`config.mk`:
```
export PLATFORM = sky130hd
export DESIGN_NAME = json_string_unescape_utf8
export DESIGN_NICKNAME = d
export VERILOG_FILES = /design/src/rtl/jsu_pkg.sv /design/src/rtl/jsu_dec.sv /design/src/rtl/jsu_outbuf.sv /design/src/rtl/json_string_unescape_utf8.sv
export SDC_FILE = /design/constraint.sdc
export NUM_CORES = 1
export LEC_CHECK = 0
export ABC_CLOCK_PERIOD_IN_PS = 6200
export BUFFER_PORTS_ARGS = -buffer_cell sky130_fd_sc_hd__clkbuf_2
export CAP_MARGIN = 20
export CORE_UTILIZATION = 60
export DETAILED_ROUTE_END_ITERATION = 10
export PLACE_DENSITY = 0.79
export REMOVE_ABC_BUFFERS = 1
export SETUP_SLACK_MARGIN = 0.02
export SLEW_MARGIN = 20
export SYNTH_ARGS = -nofsm -noshare
export SYNTH_HDL_FRONTEND = slang
export SYNTH_SLANG_ARGS = --single-unit
```
`constraint.sdc`:
```
create_clock -name i_clk -period 6.2 [get_ports i_clk]
set_clock_uncertainty 0.2 [all_clocks]
set_input_delay 1.24 -clock i_clk [delete_from_list [all_inputs] [get_ports i_clk]]
set_output_delay 1.24 -clock i_clk [all_outputs]
set_load 0.05 [all_outputs]
```
`src/rtl/jsu_pkg.sv`:
```
// ----------------------------------------------------------------------------
// jsu_pkg: shared types, codes and helpers for the JSON string decoder
// Holds the phase, result kind and error code types, the result bundle and
// the UTF-8 encoder used by the decoder.
// ----------------------------------------------------------------------------
`default_nettype none
package jsu_pkg;

    localparam int MaxResults = 4;

    typedef enum logic [3:0] {
        PH_IDLE = 4'd0,
        PH_STR  = 4'd1,
        PH_ESC  = 4'd2,
        PH_HEX1 = 4'd3,
        PH_BSL  = 4'd4,
        PH_LOWU = 4'd5,
        PH_HEX2 = 4'd6
    } t_phase;

    typedef enum logic [1:0] {
        KIND_BYTE   = 2'd0,
        KIND_FINISH = 2'd1,
        KIND_ERROR  = 2'd2
    } t_kind;

    typedef enum logic [3:0] {
        ERR_EXPECT_QUOTE  = 4'd0,
        ERR_CONTROL       = 4'd1,
        ERR_TRUNC_ESCAPE  = 4'd2,
        ERR_BAD_ESCAPE    = 4'd3,
        ERR_TRUNC_UNICODE = 4'd4,
        ERR_BAD_HEX       = 4'd5,
        ERR_MISSING_LOW   = 4'd6,
        ERR_BAD_LOW       = 4'd7,
        ERR_LONE_LOW      = 4'd8,
        ERR_UNTERMINATED  = 4'd9
    } t_err;

    localparam logic [7:0] CH_QUOTE  = 8'h22;
    localparam logic [7:0] CH_BSLASH = 8'h5c;
    localparam logic [7:0] CH_SLASH  = 8'h2f;
    localparam logic [7:0] CH_B      = 8'h62;
    localparam logic [7:0] CH_F      = 8'h66;
    localparam logic [7:0] CH_N      = 8'h6e;
    localparam logic [7:0] CH_R      = 8'h72;
    localparam logic [7:0] CH_T      = 8'h74;
    localparam logic [7:0] CH_U      = 8'h75;
    localparam logic [7:0] CH_SPACE  = 8'h20;

    localparam logic [15:0] HIGH_FIRST = 16'hd800;
    localparam logic [15:0] HIGH_LAST  = 16'hdbff;
    localparam logic [15:0] LOW_FIRST  = 16'hdc00;
    localparam logic [15:0] LOW_LAST   = 16'hdfff;
    localparam logic [20:0] SUPP_BASE  = 21'h10000;

    typedef struct packed {
        logic [7:0] out_byte;
        t_kind      kind;
        t_err       error_code;
    } t_res;

    typedef struct packed {
        logic [2:0]                 cnt;
        t_res [MaxResults-1:0]      ent;
    } t_bundle;

    // Returns {valid, digit value}.
    function automatic logic [4:0] hex_val(input logic [7:0] c);
        logic [4:0] r;
        r = 5'd0;
        if (c >= 8'h30 && c <= 8'h39) begin
            r = {1'b1, 4'(c - 8'h30)};
        end else if (c >= 8'h61 && c <= 8'h66) begin
            r = {1'b1, 4'(c - 8'h61 + 8'd10)};
        end else if (c >= 8'h41 && c <= 8'h46) begin
            r = {1'b1, 4'(c - 8'h41 + 8'd10)};
        end
        return r;
    endfunction

    function automatic t_res byte_res(input logic [7:0] b);
        t_res r;
        r.out_byte   = b;
        r.kind       = KIND_BYTE;
        r.error_code = ERR_EXPECT_QUOTE;
        return r;
    endfunction

    function automatic t_bundle utf8_encode(input logic [20:0] cp);
        t_bundle b;
        b = '0;
        if (cp <= 21'h7f) begin
            b.cnt    = 3'd1;
            b.ent[0] = byte_res({1'b0, cp[6:0]});
        end else if (cp <= 21'h7ff) begin
            b.cnt    = 3'd2;
            b.ent[0] = byte_res({3'b110, cp[10:6]});
            b.ent[1] = byte_res({2'b10, cp[5:0]});
        end else if (cp <= 21'hffff) begin
            b.cnt    = 3'd3;
            b.ent[0] = byte_res({4'b1110, cp[15:12]});
            b.ent[1] = byte_res({2'b10, cp[11:6]});
            b.ent[2] = byte_res({2'b10, cp[5:0]});
        end else begin
            b.cnt    = 3'd4;
            b.ent[0] = byte_res({5'b11110, cp[20:18]});
            b.ent[1] = byte_res({2'b10, cp[17:12]});
            b.ent[2] = byte_res({2'b10, cp[11:6]});
            b.ent[3] = byte_res({2'b10, cp[5:0]});
        end
        return b;
    endfunction

endpackage
`default_nettype wire

```
`src/rtl/jsu_dec.sv`:
```
// ----------------------------------------------------------------------------
// jsu_dec: input register and decode step
// Registers one input byte, then decodes it against the parser state and
// hands a bundle of up to four results to the output stage.
// ----------------------------------------------------------------------------
`default_nettype none
module jsu_dec (
    input  wire logic            i_clk,
    input  wire logic            i_rst_n,
    input  wire logic            i_valid,
    output logic                 o_stall,
    input  wire logic [7:0]      i_in_byte,
    input  wire logic            i_end_of_input,
    input  wire logic            i_free,
    output logic                 o_load,
    output jsu_pkg::t_bundle     o_bundle
);

    logic                   r_in_valid, n_in_valid;
    logic [7:0]             r_in_byte;
    logic                   r_in_eoi;
    jsu_pkg::t_phase        r_phase, n_phase;
    logic [1:0]             r_hex_count, n_hex_count;
    logic [15:0]            r_code_accum, n_code_accum;
    logic [9:0]             r_high_half, n_high_half;

    logic                   step;
    logic                   load_in;
    logic [4:0]             hv;
    logic [15:0]            acc;
    logic [20:0]            supp_cp;
    jsu_pkg::t_bundle       bnd;

    assign step    = r_in_valid && i_free;
    assign o_stall = r_in_valid && !i_free;
    assign load_in = i_valid && !o_stall;

    assign hv      = jsu_pkg::hex_val(r_in_byte);
    assign acc     = {r_code_accum[11:0], hv[3:0]};
    assign supp_cp = jsu_pkg::SUPP_BASE + {1'b0, r_high_half, acc[9:0]};

    always_comb begin
        n_in_valid = r_in_valid;
        if (load_in) begin
            n_in_valid = 1'b1;
        end else if (step) begin
            n_in_valid = 1'b0;
        end
    end

    always_comb begin
        n_phase      = r_phase;
        n_hex_count  = r_hex_count;
        n_code_accum = r_code_accum;
        n_high_half  = r_high_half;
        bnd          = '0;

        // A single error result also clears the whole parser state.
        if (step) begin
            case (r_phase)
                jsu_pkg::PH_STR: begin
                    if (r_in_eoi) begin
                        bnd.cnt                 = 3'd1;
                        bnd.ent[0].kind         = jsu_pkg::KIND_ERROR;
                        bnd.ent[0].error_code   = jsu_pkg::ERR_UNTERMINATED;
                    end else if (r_in_byte == jsu_pkg::CH_QUOTE) begin
                        n_phase         = jsu_pkg::PH_IDLE;
                        bnd.cnt         = 3'd1;
                        bnd.ent[0].kind = jsu_pkg::KIND_FINISH;
                    end else if (r_in_byte < jsu_pkg::CH_SPACE) begin
                        bnd.cnt                 = 3'd1;
                        bnd.ent[0].kind         = jsu_pkg::KIND_ERROR;
                        bnd.ent[0].error_code   = jsu_pkg::ERR_CONTROL;
                    end else if (r_in_byte == jsu_pkg::CH_BSLASH) begin
                        n_phase = jsu_pkg::PH_ESC;
                    end else begin
                        bnd.cnt    = 3'd1;
                        bnd.ent[0] = jsu_pkg::byte_res(r_in_byte);
                    end
                end
                jsu_pkg::PH_ESC: begin
                    n_phase = jsu_pkg::PH_STR;
                    bnd.cnt = 3'd1;
                    if (r_in_eoi) begin
                        bnd.ent[0].kind         = jsu_pkg::KIND_ERROR;
                        bnd.ent[0].error_code   = jsu_pkg::ERR_TRUNC_ESCAPE;
                    end else begin
                        case (r_in_byte)
                            jsu_pkg::CH_QUOTE,
                            jsu_pkg::CH_BSLASH,
                            jsu_pkg::CH_SLASH: bnd.ent[0] = jsu_pkg::byte_res(r_in_byte);
                            jsu_pkg::CH_B: bnd.ent[0] = jsu_pkg::byte_res(8'h08);
                            jsu_pkg::CH_F: bnd.ent[0] = jsu_pkg::byte_res(8'h0c);
                            jsu_pkg::CH_N: bnd.ent[0] = jsu_pkg::byte_res(8'h0a);
                            jsu_pkg::CH_R: bnd.ent[0] = jsu_pkg::byte_res(8'h0d);
                            jsu_pkg::CH_T: bnd.ent[0] = jsu_pkg::byte_res(8'h09);
                            jsu_pkg::CH_U: begin
                                n_phase      = jsu_pkg::PH_HEX1;
                                n_hex_count  = 2'd0;
                                n_code_accum = 16'd0;
                                bnd.cnt      = 3'd0;
                            end
                            default: begin
                                bnd.ent[0].kind       = jsu_pkg::KIND_ERROR;
                                bnd.ent[0].error_code = jsu_pkg::ERR_BAD_ESCAPE;
                            end
                        endcase
                    end
                end
                jsu_pkg::PH_HEX1, jsu_pkg::PH_HEX2: begin
                    if (r_in_eoi) begin
                        bnd.cnt                 = 3'd1;
                        bnd.ent[0].kind         = jsu_pkg::KIND_ERROR;
                        bnd.ent[0].error_code   = jsu_pkg::ERR_TRUNC_UNICODE;
                    end else if (!hv[4]) begin
                        bnd.cnt                 = 3'd1;
                        bnd.ent[0].kind         = jsu_pkg::KIND_ERROR;
                        bnd.ent[0].error_code   = jsu_pkg::ERR_BAD_HEX;
                    end else if (r_hex_count != 2'd3) begin
                        n_code_accum = acc;
                        n_hex_count  = r_hex_count + 2'd1;
                    end else begin
                        n_code_accum = acc;
                        n_hex_count  = 2'd0;
                        if (r_phase == jsu_pkg::PH_HEX1) begin
                            if (acc >= jsu_pkg::HIGH_FIRST && acc <= jsu_pkg::HIGH_LAST) begin
                                n_high_half = acc[9:0];
                                n_phase     = jsu_pkg::PH_BSL;
                            end else if (acc >= jsu_pkg::LOW_FIRST &&
                                         acc <= jsu_pkg::LOW_LAST) begin
                                bnd.cnt               = 3'd1;
                                bnd.ent[0].kind       = jsu_pkg::KIND_ERROR;
                                bnd.ent[0].error_code = jsu_pkg::ERR_LONE_LOW;
                            end else begin
                                n_phase = jsu_pkg::PH_STR;
                                bnd     = jsu_pkg::utf8_encode({5'd0, acc});
                            end
                        end else begin
                            if (acc < jsu_pkg::LOW_FIRST || acc > jsu_pkg::LOW_LAST) begin
                                bnd.cnt               = 3'd1;
                                bnd.ent[0].kind       = jsu_pkg::KIND_ERROR;
                                bnd.ent[0].error_code = jsu_pkg::ERR_BAD_LOW;
                            end else begin
                                n_phase     = jsu_pkg::PH_STR;
                                n_high_half = 10'd0;
                                bnd         = jsu_pkg::utf8_encode(supp_cp);
                            end
                        end
                    end
                end
                jsu_pkg::PH_BSL: begin
                    if (r_in_eoi || r_in_byte != jsu_pkg::CH_BSLASH) begin
                        bnd.cnt               = 3'd1;
                        bnd.ent[0].kind       = jsu_pkg::KIND_ERROR;
                        bnd.ent[0].error_code = jsu_pkg::ERR_MISSING_LOW;
                    end else begin
                        n_phase = jsu_pkg::PH_LOWU;
                    end
                end
                jsu_pkg::PH_LOWU: begin
                    if (r_in_eoi || r_in_byte != jsu_pkg::CH_U) begin
                        bnd.cnt               = 3'd1;
                        bnd.ent[0].kind       = jsu_pkg::KIND_ERROR;
                        bnd.ent[0].error_code = jsu_pkg::ERR_MISSING_LOW;
                    end else begin
                        n_phase      = jsu_pkg::PH_HEX2;
                        n_hex_count  = 2'd0;
                        n_code_accum = 16'd0;
                    end
                end
                default: begin
                    n_phase = jsu_pkg::PH_IDLE;
                    if (!r_in_eoi && r_in_byte == jsu_pkg::CH_QUOTE) begin
                        n_phase = jsu_pkg::PH_STR;
                    end else if (r_in_eoi ||
                                 !(r_in_byte inside {jsu_pkg::CH_SPACE, [8'h09:8'h0d]})) begin
                        bnd.cnt               = 3'd1;
                        bnd.ent[0].kind       = jsu_pkg::KIND_ERROR;
                        bnd.ent[0].error_code = jsu_pkg::ERR_EXPECT_QUOTE;
                    end
                end
            endcase

            if (bnd.cnt != 3'd0 && bnd.ent[0].kind == jsu_pkg::KIND_ERROR) begin
                n_phase      = jsu_pkg::PH_IDLE;
                n_hex_count  = 2'd0;
                n_code_accum = 16'd0;
                n_high_half  = 10'd0;
            end
        end
    end

    assign o_load   = step && (bnd.cnt != 3'd0);
    assign o_bundle = bnd;

    always_ff @(posedge i_clk) begin
        if (!i_rst_n) begin
            r_in_valid   <= 1'b0;
            r_phase      <= jsu_pkg::PH_IDLE;
            r_hex_count  <= 2'd0;
            r_code_accum <= 16'd0;
            r_high_half  <= 10'd0;
        end else begin
            r_in_valid   <= n_in_valid;
            r_phase      <= n_phase;
            r_hex_count  <= n_hex_count;
            r_code_accum <= n_code_accum;
            r_high_half  <= n_high_half;
        end
    end

    always_ff @(posedge i_clk) begin
        if (load_in) begin
            r_in_byte <= i_in_byte;
            r_in_eoi  <= i_end_of_input;
        end
    end

    a_stall_holds_item: assert property (@(posedge i_clk) disable iff (!i_rst_n)
        o_stall |-> r_in_valid)
        else $error("stall raised with no item held");

    a_error_is_alone: assert property (@(posedge i_clk) disable iff (!i_rst_n)
        (o_load && bnd.ent[0].kind != jsu_pkg::KIND_BYTE) |-> bnd.cnt == 3'd1)
        else $error("finish or error result shares its bundle");

    a_error_clears: assert property (@(posedge i_clk) disable iff (!i_rst_n)
        (o_load && bnd.ent[0].kind == jsu_pkg::KIND_ERROR) |=>
            (r_phase == jsu_pkg::PH_IDLE && r_high_half == 10'd0))
        else $error("parser state not cleared after an error");

endmodule
`default_nettype wire

```
`src/rtl/jsu_outbuf.sv`:
```
// ----------------------------------------------------------------------------
// jsu_outbuf: result register
// Holds one bundle of up to four results and presents them one per cycle
// while not stalled, marking the final one of the bundle.
// ----------------------------------------------------------------------------
`default_nettype none
module jsu_outbuf (
    input  wire logic              i_clk,
    input  wire logic              i_rst_n,
    input  wire logic              i_load,
    input  wire jsu_pkg::t_bundle  i_bundle,
    output logic                   o_free,
    output logic                   o_valid,
    input  wire logic              i_stall,
    output logic [7:0]             o_out_byte,
    output logic [1:0]             o_kind,
    output logic [3:0]             o_error_code,
    output logic                   o_last
);

    logic                   r_valid, n_valid;
    logic [1:0]             r_idx, n_idx;
    logic [2:0]             r_cnt;
    jsu_pkg::t_res [jsu_pkg::MaxResults-1:0] r_ent;
    jsu_pkg::t_res          sel;
    logic                   last;

    assign sel  = r_ent[r_idx];
    assign last = ({1'b0, r_idx} == r_cnt - 3'd1);

    // The bundle register frees up as its final result is transferred.
    assign o_free = !r_valid || (!i_stall && last);

    always_comb begin
        n_valid = r_valid;
        n_idx   = r_idx;
        if (i_load) begin
            n_valid = 1'b1;
            n_idx   = 2'd0;
        end else if (r_valid && !i_stall) begin
            if (last) begin
                n_valid = 1'b0;
            end else begin
                n_idx = r_idx + 2'd1;
            end
        end
    end

    always_ff @(posedge i_clk) begin
        if (!i_rst_n) begin
            r_valid <= 1'b0;
            r_idx   <= 2'd0;
        end else begin
            r_valid <= n_valid;
            r_idx   <= n_idx;
        end
    end

    always_ff @(posedge i_clk) begin
        if (i_load) begin
            r_cnt <= i_bundle.cnt;
            r_ent <= i_bundle.ent;
        end
    end

    assign o_valid      = r_valid;
    assign o_out_byte   = sel.out_byte;
    assign o_kind       = sel.kind;
    assign o_error_code = sel.error_code;
    assign o_last       = last;

    a_load_only_when_free: assert property (@(posedge i_clk) disable iff (!i_rst_n)
        i_load |-> o_free)
        else $error("bundle loaded over one still being sent");

    a_count_range: assert property (@(posedge i_clk) disable iff (!i_rst_n)
        r_valid |-> (r_cnt != 3'd0 && r_cnt <= 3'd4 && {1'b0, r_idx} < r_cnt))
        else $error("result index outside its bundle");

    a_nonbyte_is_last: assert property (@(posedge i_clk) disable iff (!i_rst_n)
        (r_valid && sel.kind != jsu_pkg::KIND_BYTE) |-> (last && sel.out_byte == 8'd0))
        else $error("finish or error result not final or carries a byte");

endmodule
`default_nettype wire

```
`src/rtl/json_string_unescape_utf8.sv`:
```
// A transferred byte is held in the input register and decoded, and its results are
// loaded into the result register, from which the first one is offered.
// Throughput: one byte per cycle while each byte gives at most one result and the output
// is not stalled; a byte with more results keeps the result register until all are sent.
// The result register sets the rate: it sends one result per cycle while not stalled.
// Reset (synchronous, active low) empties both registers and returns the
// parser to waiting for an opening quote.
// ----------------------------------------------------------------------------
// json_string_unescape_utf8: JSON string literal decoder
// Decodes one raw byte per transfer into UTF-8 bytes, a finish marker or an
// error code.
// ----------------------------------------------------------------------------
`default_nettype none
module json_string_unescape_utf8 (
    input  wire logic        i_clk,
    input  wire logic        i_rst_n,
    input  wire logic        i_valid,
    output logic             o_stall,
    input  wire logic [7:0]  i_in_byte,
    input  wire logic        i_end_of_input,
    output logic             o_valid,
    input  wire logic        i_stall,
    output logic [7:0]       o_out_byte,
    output logic [1:0]       o_kind,
    output logic [3:0]       o_error_code,
    output logic             o_last
);

    logic              free;
    logic              load;
    jsu_pkg::t_bundle  bundle;

    jsu_dec u_dec (
        .i_clk          (i_clk),
        .i_rst_n        (i_rst_n),
        .i_valid        (i_valid),
        .o_stall        (o_stall),
        .i_in_byte      (i_in_byte),
        .i_end_of_input (i_end_of_input),
        .i_free         (free),
        .o_load         (load),
        .o_bundle       (bundle)
    );

    jsu_outbuf u_outbuf (
        .i_clk        (i_clk),
        .i_rst_n      (i_rst_n),
        .i_load       (load),
        .i_bundle     (bundle),
        .o_free       (free),
        .o_valid      (o_valid),
        .i_stall      (i_stall),
        .o_out_byte   (o_out_byte),
        .o_kind       (o_kind),
        .o_error_code (o_error_code),
        .o_last       (o_last)
    );

endmodule
`default_nettype wire

```
==> impl_metrics.ini <==
[timing]
setup_viol = 0
hold_ws_ns = 0.282
finalMaxSlewViolations = 0
tightest_slew_ns = 0.995
slew_headroom_pct = 33.4
achievable-frequency_mhz = 236
tns_ns = 0
rsz0062_at_grt = false
finalWorstPathRequiredPeriod_ns = 4.23
hold_viol_final = 0
finalCritPeriodShare_pct = 68.2

[global_routing]
grt_max_degree = 41
grt_usage_pct = 33.1
grt-busiest-layer = met2
use_met2_pct = 49.1
use_met1_pct = 46.5
grt_pass1_vias = 4259
overflow = 0
antenna_found_initial = 0
grt_pass1_wl_um = 22200
grt_use_met3_pct = 5.56

[synth]
avgSynthCellArea_um2 = 9.47
synth.top_cells.by_area = edfxtp_1 (27%), dfxtp_1 (12%), a22o_1 (4.1%)
ys.warnings.count = 0
synth.top_cell.area_share_pct = 27.4
ys_seq_elements = 78
synth_edf_count = 47
synth_seq_area_share_pct = 39.4
syn_area_um2 = 5150
async_flop_share_pct = 0
synth-main-ff-cell = edfxtp_1
synth_top_area_cell = edfxtp_1
synth_cell_type_count = 84
netlist_instances = 544

[final_layout]
final_layout_size_suffix_gt1_share_pct = 15.6
final_cells = 664
mostFrequentLayoutCells = nor2_1 (48), edfxtp_1 (47), nand2_1 (46), a21oi_1 (34), dfxtp_1 (31)
syn_to_final_growth_pct = 6.66
layout_commonest_cell = nor2_1
fin_nets = 576
diodes = 0

[setup_path]
path_class = flop to flop
r2r_setup_slack_ns = 1.97
r2r-start = u_dec.r_in_byte[1]
critPathCapture = u_outbuf.r_ent[9]
required_ns = 6.08
worstPathMaxFanout = 26
worstPathArrival_ns = 4.11
rr_worst_depth = 11
rr_endpoint = u_outbuf.r_ent[9]
endpoint_kind = flop
crit_path_start_kind = flop
critPathLaunch = u_dec.r_in_byte[1]

[placement]
port_buffers = 29
globalplace.congestion = 0.932
dp.cells = 647
dpl.hpwl_um = 10400

[floorplanning]
core_area_um2 = 8260
start_util_pct = 62.4
rows = 33
num_io_pins = 30
die_y_um = 94.7
die_w_um = 94.7
fp.dieArea_um2 = 8960

[detailed_routing]
dr.first_iter.drc_count = 512
drcViolationCount = 0
wl_um = 14500
vias_per_cell = 6.89
vias = 4577
ant_nets = 0
drt_pass1_iterations = 6
wl_per_cell_um = 21.9

[clock_tree]
ctsResizeCount = 0
cts-root-buf = clkbuf_8
cts_max_path_buffers = 2
clk_pin_slew_worst_paths_ns = 0.09
insertion_delay_ns = 0.37
cts.sinks = 78
post-cts-setup-buffer-count = 0
numCtsBuffers = 9
tritoncts = done
ctsHoldBuffers = 0
cts_max_level = 3

[min_path]
hold_start = u_dec.r_hex_count[1]
hold_class = flop to flop

[pwr]
p_per_area_nw_per_um2 = 194
power_leakage_nw = 1.89
irDropWorstVdd_v = 0.000103

[flow_run]
drv_cap = 0

[outcome]
status = completed
-- how the worst min path moves through the flow --
stage,end,slack (ns),cells past startpoint
finish,u_dec.r_hex_count[1],0.28,1
global placement,u_dec.r_hex_count[1],0.26,1
detailed placement,u_dec.r_hex_count[1],0.27,1
global route,u_dec.r_hex_count[0],0.30,1
CTS,u_dec.r_code_accum[10],0.29,2
floorplan,u_dec.r_hex_count[1],0.25,1
-- flip-flops by register name, summed over array words and instances (netlist names) --
register / flops
u_dec.r_high_half: 10
u_dec.r_in_byte: 8
u_dec.r_in_eoi: 1
u_dec.r_hex_count: 2
u_outbuf.r_idx: 2
u_dec.r_in_valid: 1
u_outbuf.r_ent: 35
u_dec.r_phase: 3
u_dec.r_code_accum: 12
u_outbuf.r_cnt: 3
u_outbuf.o_valid: 1
-- Yosys cell counts, types with 6 or more instances --
library cell	number
a22o_1	24
nand2_1	46
o211ai_1	9
nor4_1	7
a21oi_1	34
edfxtp_1	47
inv_1	16
buf_2	11
o22ai_1	7
nor2b_1	15
mux4_2	7
dfxtp_1	31
a211oi_1	6
o21ai_1	8
nor3b_1	6
a31oi_1	6
clkbuf_1	15
ha_1	9
nand3_1	14
o31ai_1	7
o21ai_0	17
and2_1	15
nor2_1	49
nor3_1	15
nand2b_1	6
-- layout make-up --
class                   count  area [um2]
multi-input cells         417        2900
fillers                   686        2760
flip-flops and latches     78        2030
repair buffers             31         180
well taps                 105         131
clock buffers               9         124
clock inverters             7        63.8
inverters                  17        63.8
-- critical path, stage by stage, from the launching register on --
cell	delay, ns
edfxtp_1	0.51
inv_1	0.20
ha_1	0.28
nor2_1	0.08
nor4b_1	0.69
a31oi_4	0.15
o31ai_2	0.26
a211oi_2	0.16
nor2_1	0.39
o21ai_0	0.28
nor2_4	0.49
buf_16	0.25
-- stage by stage --
stage	total power, W	utilization (%)	setup WS [ns]	cell area [um2]
after floorplan	0.000661	-	1.60	4990
after global placement	0.000690	63.9	1.97	5280
after detailed placement	0.000692	63.9	1.82	5280
after CTS	0.00106	66.2	1.80	5470
after global routing	0.00109	66.5	1.69	5490
final	0.00107	66.5	1.97	5490
-- metal layers --
| layer | vias up | part of all wire [%] |
|---|---|---|
| li1 | 2116 | - |
| met1 | 2140 | 43 |
| met2 | 274 | 45 |
| met3 | 47 | 9.2 |
| met4 | 0 | 3.5 |
| met5 | - | 0 |
-- where the power goes --
part / switching [W] / internal (W)
clock: 0.000226 / 0.000155
combinational: 0.0000720 / 0.0000317
sequential: 0.0000176 / 0.000563
total: 0.000316 / 0.000750
-- cell families (layout without fill, tap and decap cells) --
logic type / count (synthesis) / count (layout) / share of synthesized area, %
compound gates: 174 / 174 / 25.0
xor+xnor: 8 / 8 / 1.36
fa+ha+maj: 9 / 9 / 2.19
buf+inv: 49 / 64 / 4.42
flops: 78 / 78 / 39.4
mux: 11 / 11 / 3.86
simple gates: 215 / 215 / 23.7
No activity file was read; power rests on OpenSTA's default activity.
